### config.mk
export PLATFORM = sky130hd
export DESIGN_NAME = linear_chain_equation_evaluator
export DESIGN_NICKNAME = d
export VERILOG_FILES = /design/src/lcee_pkg.sv /design/src/lcee_node_mem.sv /design/src/linear_chain_equation_evaluator.sv
export SDC_FILE = /design/constraint.sdc
export NUM_CORES = 2
export LEC_CHECK = 0
export BUFFER_PORTS_ARGS = -buffer_cell sky130_fd_sc_hd__buf_2
export CAP_MARGIN = 25
export CORE_ASPECT_RATIO = 0.75
export CORE_UTILIZATION = 47
export DETAILED_ROUTE_END_ITERATION = 7
export MAX_ROUTING_LAYER = met4
export PLACE_DENSITY_LB_ADDON = 0.3
export REMOVE_ABC_BUFFERS = 1
export SKIP_LAST_GASP = 1
export SLEW_MARGIN = 20
export SYNTH_ARGS = -nofsm -noshare
export SYNTH_HDL_FRONTEND = slang
export SYNTH_SLANG_ARGS = --single-unit
### constraint.sdc
create_clock -name clock -period 29.1 [get_ports clock]
set_input_delay 1.455 -clock clock [delete_from_list [all_inputs] [get_ports clock]]
set_output_delay 1.455 -clock clock [all_outputs]
set_load 0.005 [all_outputs]
### src/lcee_pkg.sv
// shared types, codes and constants of the linear chain equation evaluator
package lcee_pkg;

   localparam int MAX_NODES_DEF = 8;
   localparam int FRAC_BITS_DEF = 16;
   localparam int DATA_W        = 32;

   localparam logic signed [DATA_W-1:0] S32_MAX = 32'sh7fff_ffff;
   localparam logic signed [DATA_W-1:0] S32_MIN = 32'sh8000_0000;

   typedef enum logic [1:0] {
      OP_ADD  = 2'd0,
      OP_SUB  = 2'd1,
      OP_MUL  = 2'd2,
      OP_NONE = 2'd3
   } op_type;

   typedef enum logic [1:0] {
      VAR_X    = 2'd0,
      VAR_Y    = 2'd1,
      VAR_Z    = 2'd2,
      VAR_NONE = 2'd3
   } sel_type;

   typedef enum logic {
      CSR_ROOT_VALUE = 1'b0,
      CSR_NODE_COUNT = 1'b1
   } csr_type;

   typedef enum logic {
      MODE_WRITE = 1'b0,
      MODE_EVAL  = 1'b1
   } mode_type;

   typedef struct packed {
      op_type                   op;
      sel_type                  sel;
      logic signed [DATA_W-1:0] coeff;
   } node_type;

   // constant that stands for the variable code none, clamped to 32 bits
   function automatic logic signed [DATA_W-1:0] none_value(input int frac);
      longint v;
      begin
         v = -64'sd10000 * (64'sd1 <<< frac);
         if (v < -64'sd2147483648) begin
            none_value = S32_MIN;
         end else begin
            none_value = v[DATA_W-1:0];
         end
      end
   endfunction

endpackage

### src/lcee_node_mem.sv
// node table: one write port, one registered read port
module lcee_node_mem import lcee_pkg::*; #(
   parameter int DEPTH = MAX_NODES_DEF,
   parameter int AW    = 3
) (
   input  logic          clock,
   input  logic          wr_en,
   input  logic [AW-1:0] wr_addr,
   input  node_type      wr_data,
   input  logic          rd_en,
   input  logic [AW-1:0] rd_addr,
   output node_type      rd_data
);

   node_type node_mem [DEPTH];
   node_type rd_data_ff;

   always_ff @(posedge clock) begin
      if (wr_en) begin
         node_mem[wr_addr] <= wr_data;
      end
   end

   always_ff @(posedge clock) begin
      if (rd_en) begin
         rd_data_ff <= node_mem[rd_addr];
      end
   end

   assign rd_data = rd_data_ff;

endmodule

### src/linear_chain_equation_evaluator.sv
// top level: node table, sequencer and shared multiply / saturate datapath
//
// A transaction with req_tuser low writes one node (operation, variable,
// coefficient) into the table and gives no result. A transaction with
// req_tuser high evaluates one sample: the accumulator starts at root_value
// and the first node_count nodes (at most MAX_NODES) are folded in order, in
// Q(32-FRAC_BITS).FRAC_BITS with rounding and saturation; the result and a
// sticky overflow flag leave through a registered output, and the next
// transaction is taken while that result waits. Per node: registered table
// read; op none resets the accumulator to root_value, else coeff*var from the
// shared 32x32 multiplier is rounded, then added or subtracted, or multiplied
// by the accumulator and rounded again; req_tready is low from the cycle after
// the evaluate transaction until the result is loaded.
module linear_chain_equation_evaluator import lcee_pkg::*; #(
   parameter int MAX_NODES = MAX_NODES_DEF,
   parameter int FRAC_BITS = FRAC_BITS_DEF
) (
   input  logic         clock,
   input  logic         reset,
   input  logic         req_tvalid,
   output logic         req_tready,
   // node_index[2:0], node_op[4:3], node_var[6:5], node_coeff[38:7],
   // sample_x[70:39], sample_y[102:71], sample_z[134:103], zero[135]
   input  logic [135:0] req_tdata,
   // mode[0]
   input  logic         req_tuser,
   output logic         rsp_tvalid,
   input  logic         rsp_tready,
   // equation_value[31:0]
   output logic [31:0]  rsp_tdata,
   // overflow[0]
   output logic         rsp_tuser,
   input  logic         csr_wen,
   input  logic         csr_addr,
   input  logic [31:0]  csr_wdata
);

   localparam int AW = (MAX_NODES > 1) ? $clog2(MAX_NODES) : 1;
   localparam int CW = $clog2(MAX_NODES + 1);
   localparam logic signed [DATA_W-1:0] NONE_VAL = none_value(FRAC_BITS);
   localparam logic signed [63:0] HALF_LSB = 64'sd1 <<< (FRAC_BITS - 1);

   typedef enum logic [6:0] {
      S_IDLE = 7'b0000001,
      S_READ = 7'b0000010,
      S_EXEC = 7'b0000100,
      S_TSAT = 7'b0001000,
      S_ACC  = 7'b0010000,
      S_MUL2 = 7'b0100000,
      S_ASAT = 7'b1000000
   } state_type;

   state_type state_ff, state_in;
   logic      done_ff, done_in;

   // request fields
   logic [2:0]               f_index;
   node_type                 f_node;
   logic signed [DATA_W-1:0] f_x, f_y, f_z;
   logic [31:0]              idx_wide;
   logic                     req_fire;

   // configuration
   logic signed [DATA_W-1:0] root_ff, root_in;
   logic [3:0]               count_ff, count_in;

   // datapath
   logic signed [DATA_W-1:0] x_ff, x_in, y_ff, y_in, z_ff, z_in;
   logic signed [DATA_W-1:0] acc_ff, acc_in, t_ff, t_in;
   logic                     ovf_ff, ovf_in;
   logic [CW-1:0]            cnt_ff, cnt_in, n_ff, n_in, cnt_next, n_req;
   logic signed [63:0]       prod_ff, prod_in;
   logic signed [DATA_W-1:0] mul_a, mul_b, var_val;
   logic signed [63:0]       rnd_sum, rnd_shf;
   logic                     rnd_ovf;
   logic signed [DATA_W-1:0] rnd_val;
   logic signed [DATA_W:0]   acc_sum;
   logic                     acc_ovf;
   logic signed [DATA_W-1:0] acc_val;

   // output register
   logic                     rsp_valid_ff, rsp_valid_in;
   logic [31:0]              rsp_data_ff, rsp_data_in;
   logic                     rsp_ovf_ff, rsp_ovf_in;
   logic                     rsp_load;

   // table port
   logic     mem_wr_en, mem_rd_en;
   node_type mem_rd_data;

   assign f_index      = req_tdata[2:0];
   assign f_node.op    = op_type'(req_tdata[4:3]);
   assign f_node.sel   = sel_type'(req_tdata[6:5]);
   assign f_node.coeff = req_tdata[38:7];
   assign f_x          = req_tdata[70:39];
   assign f_y          = req_tdata[102:71];
   assign f_z          = req_tdata[134:103];
   assign idx_wide     = 32'(f_index);

   assign req_tready = (state_ff == S_IDLE) && !done_ff;
   assign req_fire   = req_tvalid && req_tready;

   assign mem_wr_en = req_fire && (mode_type'(req_tuser) == MODE_WRITE) &&
                      (idx_wide < 32'(MAX_NODES));
   assign mem_rd_en = (state_ff == S_READ) && !done_ff;

   lcee_node_mem #(
      .DEPTH (MAX_NODES),
      .AW    (AW)
   ) u_node_mem (
      .clock   (clock),
      .wr_en   (mem_wr_en),
      .wr_addr (idx_wide[AW-1:0]),
      .wr_data (f_node),
      .rd_en   (mem_rd_en),
      .rd_addr (cnt_ff[AW-1:0]),
      .rd_data (mem_rd_data)
   );

   // node_count above the table depth applies the whole table
   assign n_req = (32'(count_ff) > 32'(MAX_NODES)) ? CW'(MAX_NODES) : CW'(count_ff);
   assign cnt_next = cnt_ff + CW'(1);

   always_comb begin
      case (mem_rd_data.sel)
         VAR_X:   var_val = x_ff;
         VAR_Y:   var_val = y_ff;
         VAR_Z:   var_val = z_ff;
         default: var_val = NONE_VAL;
      endcase
   end

   // shared multiplier: coeff * var, then acc * t
   assign mul_a   = (state_ff == S_MUL2) ? acc_ff : mem_rd_data.coeff;
   assign mul_b   = (state_ff == S_MUL2) ? t_ff : var_val;
   assign prod_in = mul_a * mul_b;

   // round to nearest, ties up, then saturate
   assign rnd_sum = prod_ff + HALF_LSB;
   assign rnd_shf = rnd_sum >>> FRAC_BITS;
   assign rnd_ovf = !((&rnd_shf[63:31]) || !(|rnd_shf[63:31]));
   assign rnd_val = rnd_ovf ? (rnd_shf[63] ? S32_MIN : S32_MAX) : rnd_shf[31:0];

   assign acc_sum = (mem_rd_data.op == OP_SUB) ?
                    ({acc_ff[DATA_W-1], acc_ff} - {t_ff[DATA_W-1], t_ff}) :
                    ({acc_ff[DATA_W-1], acc_ff} + {t_ff[DATA_W-1], t_ff});
   assign acc_ovf = acc_sum[DATA_W] != acc_sum[DATA_W-1];
   assign acc_val = acc_ovf ? (acc_sum[DATA_W] ? S32_MIN : S32_MAX) : acc_sum[DATA_W-1:0];

   assign rsp_load = done_ff && (!rsp_valid_ff || rsp_tready);

   always_comb begin
      state_in = state_ff;
      done_in  = done_ff;
      root_in  = root_ff;
      count_in = count_ff;
      x_in     = x_ff;
      y_in     = y_ff;
      z_in     = z_ff;
      acc_in   = acc_ff;
      t_in     = t_ff;
      ovf_in   = ovf_ff;
      cnt_in   = cnt_ff;
      n_in     = n_ff;

      if (csr_wen) begin
         unique case (csr_type'(csr_addr))
            CSR_ROOT_VALUE: root_in  = csr_wdata;
            CSR_NODE_COUNT: count_in = csr_wdata[3:0];
            default:        ;
         endcase
      end

      if (done_ff) begin
         if (rsp_load) begin
            done_in  = 1'b0;
            state_in = S_IDLE;
         end
      end else begin
         unique case (state_ff)
            S_IDLE: begin
               if (req_fire && (mode_type'(req_tuser) == MODE_EVAL)) begin
                  x_in   = f_x;
                  y_in   = f_y;
                  z_in   = f_z;
                  acc_in = root_ff;
                  ovf_in = 1'b0;
                  cnt_in = '0;
                  n_in   = n_req;
                  if (n_req == '0) begin
                     done_in = 1'b1;
                  end else begin
                     state_in = S_READ;
                  end
               end
            end
            S_READ: state_in = S_EXEC;
            S_EXEC: begin
               if (mem_rd_data.op == OP_NONE) begin
                  acc_in = root_ff;
                  cnt_in = cnt_next;
                  if (cnt_next == n_ff) begin
                     done_in  = 1'b1;
                     state_in = S_IDLE;
                  end else begin
                     state_in = S_READ;
                  end
               end else begin
                  state_in = S_TSAT;
               end
            end
            S_TSAT: begin
               t_in   = rnd_val;
               ovf_in = ovf_ff | rnd_ovf;
               state_in = (mem_rd_data.op == OP_MUL) ? S_MUL2 : S_ACC;
            end
            S_MUL2: state_in = S_ASAT;
            S_ACC, S_ASAT: begin
               if (state_ff == S_ACC) begin
                  acc_in = acc_val;
                  ovf_in = ovf_ff | acc_ovf;
               end else begin
                  acc_in = rnd_val;
                  ovf_in = ovf_ff | rnd_ovf;
               end
               cnt_in = cnt_next;
               if (cnt_next == n_ff) begin
                  done_in  = 1'b1;
                  state_in = S_IDLE;
               end else begin
                  state_in = S_READ;
               end
            end
            default: state_in = S_IDLE;
         endcase
      end
   end

   always_comb begin
      rsp_valid_in = rsp_load || (rsp_valid_ff && !rsp_tready);
      rsp_data_in  = rsp_load ? acc_ff : rsp_data_ff;
      rsp_ovf_in   = rsp_load ? ovf_ff : rsp_ovf_ff;
   end

   always_ff @(posedge clock) begin
      if (reset) begin
         state_ff     <= S_IDLE;
         done_ff      <= 1'b0;
         root_ff      <= '0;
         count_ff     <= '0;
         rsp_valid_ff <= 1'b0;
         cnt_ff       <= '0;
         n_ff         <= '0;
      end else begin
         state_ff     <= state_in;
         done_ff      <= done_in;
         root_ff      <= root_in;
         count_ff     <= count_in;
         rsp_valid_ff <= rsp_valid_in;
         cnt_ff       <= cnt_in;
         n_ff         <= n_in;
      end
   end

   always_ff @(posedge clock) begin
      x_ff        <= x_in;
      y_ff        <= y_in;
      z_ff        <= z_in;
      acc_ff      <= acc_in;
      t_ff        <= t_in;
      ovf_ff      <= ovf_in;
      rsp_data_ff <= rsp_data_in;
      rsp_ovf_ff  <= rsp_ovf_in;
      if ((state_ff == S_EXEC) || (state_ff == S_MUL2)) begin
         prod_ff <= prod_in;
      end
   end

   assign rsp_tvalid = rsp_valid_ff;
   assign rsp_tdata  = rsp_data_ff;
   assign rsp_tuser  = rsp_ovf_ff;

endmodule

# == After elaboration in Yosys (flattened, before gate mapping) ==
# Memories as Yosys holds them, arrays and structs flattened. A register that Yosys moved wholly into a read port is not among the register bits.
# Cells that the tools add are included.
# word_totals
regBits,311
ram_bits,288
out_inout_bits,35
n_memories,1
# memory_table
name,depth,word_bits,rd,rd_clocked_by_memory_dff,write_ports,line,rtl
u_node_mem.node_mem,8,36,1,1,1,lcee_node_mem.sv:15,node_type node_mem [DEPTH];
# classes
add_sub_neg,4
mul,1
magnitude_cmp,2
eq_ne,19
n_mux,36
n_bitwise,5
n_reduce_logical,31
# ops
cell,count
two-way mux 32 bit,9
one-hot mux 32 bit (3 select lines),2
"adder 64 x 17 -> 64 bit, second input constant",1
multiplier 32 x 32 -> 64 bit,1
one-hot mux 7 bit (6 select lines),1
two-way mux 7 bit,5
adder 32 x 32 -> 33 bit,1
two-way mux 33 bit,1
subtractor 32 x 32 -> 33 bit,1
AND reduction 17 bit,1
OR reduction 17 bit,1
two-way mux 4 bit,3
one-hot mux 4 bit (3 select lines),1
two-way mux 1 bit,10
AND reduction 3 bit,3
logical AND 1 bit,8
"== test 7 x 1 -> 1 bit, second input constant",1
"== test 7 x 2 -> 1 bit, second input constant",1
"== test 7 x 3 -> 1 bit, second input constant",1
"== test 7 x 4 -> 1 bit, second input constant",1
"== test 7 x 5 -> 1 bit, second input constant",1
"== test 7 x 6 -> 1 bit, second input constant",1
"== test 7 bit, second input constant",1
"== test 2 bit, second input constant",3
23 further kinds,39

# == Longest topological paths before layout ==
# depth
depth_word,8
depth_mapped,35

# == Modules after synthesis ==
# From an unflattened synthesis, not the netlist that was laid out.
# unflattened
cells_unflattened,5761
hier_area_um2,62625.1
# modules_own_cells
module,instances,cells_each,area_per_inst_um2,seq_area_each_um2
linear_chain_equation_evaluator,1,5296,50402.1,8358.0
lcee_node_mem,1,465,12223.0,9729.3

# == Worst setup path before layout ==
# OpenSTA, ideal clock, no wires.
# synth_timing
kind,register to register
start,register u_node_mem.rd_data[33] (netlist name)
end,"register prod_ff[61], data pin"
arrival_time_ns,9.076
required_time_ns,28.844
setup_slack_ns,19.768
path_stages_with_launch,35
n_path_buf,5
path_cell_list,edfxtp_1 -> buf_2 -> buf_1 -> clkbuf_1 -> mux2i_1 -> o211ai_1 -> o21a_1 -> clkbuf_1 -> nand2_1 -> inv_1 -> fa_1 -> inv_1 -> fa_1 -> inv_1 -> fa_1 -> fa_1 -> inv_1 -> fa_1 -> inv_1 -> fa_1 -> inv_1 -> fa_1 -> fa_1 -> inv_1 -> ha_1 -> clkbuf_1 -> a21o_1 -> a21o_1 -> a21o_1 -> a21o_1 -> a21o_1 -> a21oi_1 -> nor2b_1 -> or4_1 -> o211a_1
# synth_between
elab_chain_len,4
word_cells_on_any_way,6
# synth_lines
element,line,rtl
== test 2 bit (tied with other cells),linear_chain_equation_evaluator.sv:125,case (mem_rd_data.sel)
one-hot mux 32 bit (3 select lines) *,linear_chain_equation_evaluator.sv:125,
two-way mux 32 bit *,linear_chain_equation_evaluator.sv:135,assign mul_b = (state_ff == S_MUL2) ? t_ff : var_val;
multiplier 32 x 32 -> 64 bit *,linear_chain_equation_evaluator.sv:136,assign prod_in = mul_a * mul_b;
via prod_in[61],linear_chain_equation_evaluator.sv:72,"logic signed [63:0] prod_ff, prod_in;"
"end signal, assigned",linear_chain_equation_evaluator.sv:275,prod_ff <= prod_in;
"end, declared",linear_chain_equation_evaluator.sv:72,
# The timed path passes the listed nets; every way through them passes the cells marked *.
# A chain may end at the register's enable or synchronous reset.

# == Worst setup path in the final report ==
# layout_timing
start,register state_ff[4]
end,"register prod_ff[61], data pin"
# layout_between
elab_chain_len,3
word_cells_on_any_way,4
# layout_lines
element,line,rtl
"start, declared",linear_chain_equation_evaluator.sv:53,"state_type state_ff, state_in;"
"start signal, assigned",linear_chain_equation_evaluator.sv:255,state_ff <= state_in;
== test 7 x 6 -> 1 bit *,"linear_chain_equation_evaluator.sv:134, linear_chain_equation_evaluator.sv:135",
two-way mux 32 bit (on tied branches),"linear_chain_equation_evaluator.sv:134, linear_chain_equation_evaluator.sv:135",
multiplier 32 x 32 -> 64 bit *,linear_chain_equation_evaluator.sv:136,
via prod_in[61],linear_chain_equation_evaluator.sv:72,
# Marked as above.

==> impl_metrics.json <==
{
  "crit_arrival_ns": 12.08,
  "dpl.hpwl_mm": 146,
  "place.gp.congestion": 0.993,
  "finalSetupTns_ns": 0,
  "min_path_cells": 2,
  "netlist.area_leader.share_pct": 34.3,
  "die-width_um": 425,
  "cts_buffers": 68,
  "cap_violations": 0,
  "synth_edf_count": 567,
  "grt_pass1_wl_mm": 291,
  "synth_xor_xnor_area_share_pct": 2.18,
  "yosys.area_share.simple_pct": 12.2,
  "place_area_mm2": 0.0665,
  "grt_pass1_vias": 45500,
  "status": "finished clean",
  "fin_area_mm2": 0.0688,
  "routed-via-count": 45000,
  "clock_path_buffers": 3,
  "reg2reg_depth": 27,
  "grt_max_degree": 63,
  "post_cts_buffers": 0,
  "worstPathRequired_ns": 29.50,
  "synth_cell_types": 91,
  "final_max_slew_viol_count": 0,
  "grtUsageTotal_pct": 29.9,
  "cts_sinks": 620,
  "cts_resized": 0,
  "start_util_pct": 47.3,
  "ant_nets": 0,
  "synth_area_leaders": "fa_1, edfxtp_1, inv_1",
  "cts_max_level": 3,
  "path_clk_slew_ns": 0.07,
  "rows": 116,
  "drc_errors": 0,
  "core_area_mm2": 0.133,
  "netlist_instances": 5957,
  "crit_type": "reg -> reg",
  "gr-total-overflow": 0,
  "fill_cells": 11800,
  "synth.largest_area_cell": "fa_1",
  "reg2reg_from": "state_ff[4]",
  "grt_setup_unrepaired": "no",
  "layout-drive-gt1-share_pct": 10.5,
  "die_area_mm2": 0.136,
  "placedCellCount": 7768,
  "avgSynthCellArea_um2": 10.6,
  "end_kind": "flip-flop",
  "cts_root_buf": "clkbuf_16",
  "min_to": "root_ff[4]",
  "fin_skew_ns": 0.0414,
  "tritoncts": "yes",
  "synth-compound-area-share_pct": 6.19,
  "setup_viol_count_final": 0,
  "synthAdderAreaFrac_pct": 38.6,
  "synth_warnings": 0,
  "slew-limit-headroom_pct": 26.5,
  "hold_violations": 0,
  "synthMuxAreaShare_pct": 4.39,
  "synth-main-ff-cell": "edfxtp_1",
  "fin_crit_ns": 11.69,
  "fin_ws_ns": 17.41,
  "min-delay-start": "root_ff[4]",
  "cts_hold_buf": 0,
  "rrSetupSlack_ns": 17.41,
  "area_growth_pct": 8.95,
  "num-nets-final": 7549,
  "synth-seq-cells": 620,
  "fmaxAchievable_mhz": 85.6,
  "placement.setup.worst_slack_ns": 17.55,
  "synthArstFlopShare_pct": 0,
  "hp-class": "reg -> reg",
  "dieHeight_um": 319,
  "synth_top_family_by_area": "adder cells",
  "cp_max_fo": 58,
  "portBuffers": 208,
  "finalCritPeriodShare_pct": 40.2,
  "fin_cells": 7901,
  "first_pass_iters": 6,
  "wire_per_inst_um": 24.4,
  "drt-vias-per-instance": 5.69,
  "num_io_pins": 210,
  "setup.worst_path.start_class": "flip-flop",
  "ys_seq_area_share_pct": 28.7,
  "wl_mm": 193,
  "clkLatencyLatePin_ns": 0.64,
  "worst_slew_pin_slew_ns": 1.10,
  "netlist_area_mm2": 0.0631,
  "timing.rr.end": "prod_ff[61]",
  "antenna_found_initial": 3,
  "drtIter0Drc": 4677
}
worst max-delay path, cell delays in order, from the launching register on:
cell       delay, ns
dfxtp_1         0.45
nor4b_1         0.09
buf_4           0.18
nand2_4         0.09
buf_4           0.46
buf_4           0.75
buf_4           0.59
o21a_1          0.80
nand2_1         0.30
fa_1            0.50
fa_1            0.44
inv_1           0.24
fa_1            0.50
fa_1            0.92
inv_1           0.46
fa_1            0.60
inv_1           0.05
fa_1            0.55
fa_1            0.43
fa_1            0.47
ha_1            0.37
nor2b_1         0.18
nor4_1          0.17
o41a_1          0.30
o2111ai_1       0.37
and3b_1         0.39
or4_1           0.49
o211a_1         0.15
per-layer routing:
| metal | part of all wire [%] | up-vias | global-route usage, % |
|---|---|---|---|
| met3 | 11 | 304 | 7.03 |
| met4 | 4.4 | 0 | 11.2 |
| met5 | 0 | - | - |
| met1 | 42 | 23200 | 42.4 |
| li1 | - | 19300 | - |
| met2 | 43 | 2246 | 41.5 |
state kept, by name, summed over array words and instances, names as in the netlist, 32 cells and up:
name / cells
acc_ff: 32
u_node_mem.node_mem: 288
x_ff: 32
z_ff: 32
t_ff: 32
rsp_tdata: 32
prod_ff: 49
root_ff: 32
u_node_mem.rd_data: 36
y_ff: 32
final cells by class:
class                           count  area [um2]  area share, %
Timing Repair Buffer              344        2140           3.12
Clock buffer                       82        1800           2.61
Clock inverter                     41         338          0.491
Sequential cell                   620       18100           26.3
Tap cell                         1770        2210           3.22
Inverter                         1009        3790           5.51
Antenna cell                        1        2.50        0.00364
Multi-Input combinational cell   4034       40400           58.7
kinds of logic after synthesis:
group,count (synthesis)
multiplexers,181
AND/OR/NAND/NOR,1789
AO/OA/AOI/OAI,610
buffers and inverters,1303
flip-flops,620
adder cells (fa/ha/maj),1297
XOR/XNOR,157
through the flow:
| step | hold slack (ns) | utilization [%] |
|---|---|---|
| 2_1_floorplan | 0.430 | - |
| 3_5_place_dp | 0.447 | 49.9 |
| 4_1_cts | 0.456 | 51.5 |
| 3_3_place_gp | 0.445 | 49.8 |
| 5_1_grt | 0.481 | 51.6 |
| 6_report | 0.457 | 51.6 |
how the worst max path moves through the flow:
stage                            from     endpoint
3_3_place_gp   u_node_mem.rd_data[32]  prod_ff[61]
3_5_place_dp              state_ff[4]  prod_ff[61]
5_1_grt                   state_ff[4]  prod_ff[61]
6_report                  state_ff[4]  prod_ff[61]
2_1_floorplan             state_ff[6]  prod_ff[61]
4_1_cts                   state_ff[4]  prod_ff[61]
layout by cell type, fill, tap and decap left out, types with 40 or more instances in the layout:
cell	count
a21oi_1	193
xnor2_1	92
xor2_1	65
clkbuf_16	70
buf_2	209
nor2_1	611
o21ai_0	81
buf_4	124
and2_1	42
a21o_1	66
edfxtp_1	567
nand3_1	52
mux2_2	45
dfxtp_1	50
mux2i_1	56
ha_1	215
inv_1	1007
o21a_1	40
fa_1	1082
nand4_1	43
nand2_1	805
nand2b_1	47
mux4_2	72
Yosys cell counts (24+ instances only):
| cell | n |
|---|---|
| mux4_2 | 72 |
| nand3_1 | 52 |
| dfxtp_1 | 53 |
| nand2_1 | 807 |
| and2_1 | 43 |
| xor2_1 | 65 |
| nand4_1 | 43 |
| inv_1 | 1008 |
| nor3_1 | 28 |
| nor2_1 | 613 |
| o21a_1 | 40 |
| o21ai_0 | 93 |
| mux2_2 | 45 |
| a21oi_1 | 204 |
| nand2b_1 | 48 |
| a21o_1 | 66 |
| ha_1 | 215 |
| xnor2_1 | 92 |
| fa_1 | 1082 |
| and3_1 | 29 |
| o211ai_1 | 24 |
| mux2i_1 | 64 |
| clkbuf_1 | 259 |
| edfxtp_1 | 567 |
Power is not shown: default switching activity piles up to over one toggle a cycle in this logic, so the estimate is an artifact.
